--- config.mk ---
export PLATFORM = sky130hd
export DESIGN_NAME = lzwe_ram
export DESIGN_NICKNAME = d
export VERILOG_FILES = /design/src/design/lzwe_ram.sv
export SDC_FILE = /design/constraint.sdc
export NUM_CORES = 2
export LEC_CHECK = 0
export BUFFER_PORTS_ARGS = -buffer_cell sky130_fd_sc_hd__buf_2
export CAP_MARGIN = 10
export CORE_MARGIN = 10
export CORE_UTILIZATION = 57
export DETAILED_ROUTE_END_ITERATION = 16
export PLACE_DENSITY = 0.79
export SYNTH_ARGS = -nofsm -noshare
export SYNTH_HDL_FRONTEND = slang
export SYNTH_SLANG_ARGS = --single-unit
--- constraint.sdc ---
create_clock -name aclk -period 2 [get_ports aclk]
set_input_delay 0.1 -clock aclk [delete_from_list [all_inputs] [get_ports aclk]]
set_output_delay 0.1 -clock aclk [all_outputs]
set_load 0.01 [all_outputs]
--- src/design/lzwe_ram.sv ---
// Generic simple dual-port RAM with one write port and a registered read port.
`default_nettype none
module lzwe_ram #(
    parameter int WIDTH = 8,
    parameter int DEPTH = 256
) (
    input  wire logic                     aclk,
    input  wire logic                     we,
    input  wire logic [$clog2(DEPTH)-1:0] waddr,
    input  wire logic [WIDTH-1:0]         wdata,
    input  wire logic [$clog2(DEPTH)-1:0] raddr,
    output logic      [WIDTH-1:0]         rdata
);
    logic [WIDTH-1:0] mem [DEPTH];

    // Write, then register the read word
    always_ff @(posedge aclk) begin
        if (we) begin
            mem[waddr] <= wdata;
        end
        rdata <= mem[raddr];
    end
endmodule
`default_nettype wire

==> flow_summary.yaml <==
floorplan:
  die_h_um: 394
  die-area_um2: 155000
  start_util_pct: 57.2
  io_pins: 34
  num_rows: 137
  core_um2: 139000
  fp.dieW_um: 394
sta:
  tns_ns: -2.01
  finalSetupViolCount: 8
  fin_crit_ns: 2.32
  fin_worst_skew_ns: 0.0256
  max_clock_freq_mhz: 431
  rsz0062_at_grt: "yes"
  hold_viol_final: 0
  drv_slew: 0
  maxSlewHeadroom_pct: 49.4
  worstMarginPinSlew_ns: 0.758
  finalWorstSetupSlack_ns: -0.318
  period_share_pct: 116
grt:
  grt_max_degree: 88
  grt_pass1_vias: 44000
  grt.total_usage_pct: 26.9
  gr-total-overflow: 0
  grt_pass1_wl_um: 306000
  antenna_found_initial: 11
worst_setup_path:
  rr_worst_depth: 6
  cp.depth: 6
  crit_path_max_fanout: 1
  critPathRequiredTime_ns: 2.70
  crit_type: "reg2reg"
  crit_family: "compound AO/OA/AOI/OAI gates"
  arrival_ns: 3.01
  cp_slowest_cell: "nor4_4"
  start_kind: "flip-flop"
  critPathMaxStageDelay_ns: 0.48
  worst-path-buf-inv: 1
  end_kind: "flip-flop"
  crit_chain: "mux4_2 > a22oi_1 > a21oi_1 > nor4_4 > buf_4 > nor4_2"
yosys:
  synth_top_family_by_area: "multiplexers"
  postSynthNetCount: 3759
  synth-main-ff-cell: "edfxtp_1"
  syn_area_per_cell_um2: 21.3
  synth_area_leaders: "edfxtp_1, mux4_2, mux2i_1, nor2_1, a22oi_1"
  muxShareOfSynthArea_pct: 14.6
  async_flop_share_pct: 0
  synth_compound_area_share_pct: 3.42
  synth_area_um2: 79600
  synthXorXnorAreaFrac_pct: 0
  synth_most_common_cell: "edfxtp_1"
  synth_top_area_cell: "edfxtp_1"
  yosys.cell_types.count: 55
  synth_top_area_share_pct: 77.3
  ys_seq_area_share_pct: 77.5
  ys_seq_elements: 2056
  yosys.area_share.adder_pct: 0
  ys_warn_count: 0
  postSynthCellCount: 3733
  synth-edff-count: 2048
  synthTopCellsByCount: "edfxtp_1, mux4_2, nor2_1"
  synth-simple-area-share_pct: 2.63
layout:
  layout-drive-gt1-share_pct: 33.4
  fin_nets: 4469
  area_delta_synth_final_pct: 17.7
hold_path:
  hold_path_class: "in2reg"
  holdPathStages: 4
outcome:
  status: "finished with violations"
  failed_checks: "setup timing"
run:
  drv_cap: 0
route:
  routed_wl_um: 214000
  ant_nets: 0
  routed_via_density: 6.75
  drtPass1Iterations: 6
  drcViolationCount: 0
  wl_per_cell_um: 33.0
  drtIter0Drc: 7682
  vias: 43700
clock_network:
  path_clk_slew_ns: 0.07
  clkLatencyLatePin_ns: 0.83
  numCtsBuffers: 186
  cts_tree: "done"
  ctsHtreeMaxLevel: 4
  clock_sinks: 2056
  clockRootBuffer: "clkbuf_16"
  clockBufferDepth: 3
power:
  vdd.ir_drop.worst_mv: 0.877
  power_density_nw_per_um2: 936
  p_leak_nw: 30.5
placement:
  routabilityCongestion: 0.902
  hpwl_um: 127000
  port_buffers: 33
  place_ws_ns: -1.29
[state kept, by name, summed over array words and instances (netlist names)]
signal,count
rdata,8
mem,2048
[cells in the final DEF, fill, tap and decap left out, types with 6 or more instances in the layout]
cell              n
edfxtp_1       2048
buf_4           616
mux4_2          455
nor2_1          275
clkbuf_16       190
mux2i_1         134
a22oi_1         130
a21oi_1          94
buf_12           88
o221ai_1         46
clkinv_2         44
clkinv_1         43
clkbuf_1         34
nand2_1          33
nand3_1          33
o22ai_1          28
nor2b_1          25
buf_2            22
dlygate4sd3_1    16
nor3_1           15
nor4_2           12
bufinv_16        12
nand4_1          10
o211ai_1         10
o21ai_0          10
nor4_4            9
a211oi_1          9
nand2b_1          8
a221oi_1          8
clkbuf_8          8
dfxtp_1           8
a22o_1            7
nor3_2            7
a211oi_2          7
nor2b_4           6
and2_1            6
nor4_1            6
[layout make-up]
type                    instances  area [um^2]
flip-flops and latches       2056        61700
fillers                      8049        45400
multi-input cells            1442        16900
repair buffers                755         6830
clock buffers                 224         4880
well taps                    1876         2350
clock inverters               116          978
inverters                       2         7.51
diodes                          2         5.00
[metrics by stage]
stage / hold slack, ns / cells / total power, W / cell area (um^2) / util [%]
5_1_grt: 0.0567 / 6471 / 0.0895 / 93600 / 67.4
6_report: 0.0786 / 6473 / 0.0876 / 93600 / 67.4
4_1_cts: 0.00716 / 6471 / 0.0874 / 93400 / 67.2
2_1_floorplan: 0.199 / 3733 / 0.0508 / 79600 / -
3_3_place_gp: 0.586 / 6115 / 0.0533 / 87200 / 62.7
3_5_place_dp: 0.580 / 6115 / 0.0534 / 87200 / 62.7
[metal layers]
layer  vias to the layer above  global-route usage, %  wire length [um]
met4                        12                   11.8             11100
met1                     22100                   34.9             70300
met2                      3746                   43.3            104000
met3                       697                   6.66             28100
met5                         -                      0                80
li1                      17100                      -                 -
[tightest hold or removal path: stages]
cell	delay [ns]
buf_2	0.19
nand3_1	0.18
nor2_1	0.07
buf_4	0.18
[kinds of logic (layout without fill, tap and decap cells)]
| group | count (synthesis) | count (layout) |
|---|---|---|
| other | 0 | 2 |
| muxes | 591 | 591 |
| buffers and inverters | 235 | 1097 |
| and+or+nand+nor | 466 | 466 |
| AOI/OAI and AO/OA | 385 | 385 |
| DFF | 2056 | 2056 |
[what timing repair did]
item	in CTS	in global routing
pin swaps	11	19
hold endpoints to repair	547	0
gates resized for setup	35	45
endpoints found under the setup margin	8	9
hold buffers	16	0
buffers inserted	0	0
[power breakdown]
part / total, W / switching (W) / internal [W]
combinational: 0.00528 / 0.00316 / 0.00212
sequential: 0.0476 / 0.000114 / 0.0475
clock: 0.0347 / 0.0157 / 0.0190
[final timing paths]
path | end | slack, ns | start
max | rdata[6] | -0.32 | mem[244][6]
min | mem[158][0] | 0.08 | waddr[2]
max reg2reg | rdata[6] | -0.32 | mem[244][6]
min reg2reg | rdata[6] | 0.95 | mem[38][6]
Power figures use the tool's default switching activity.
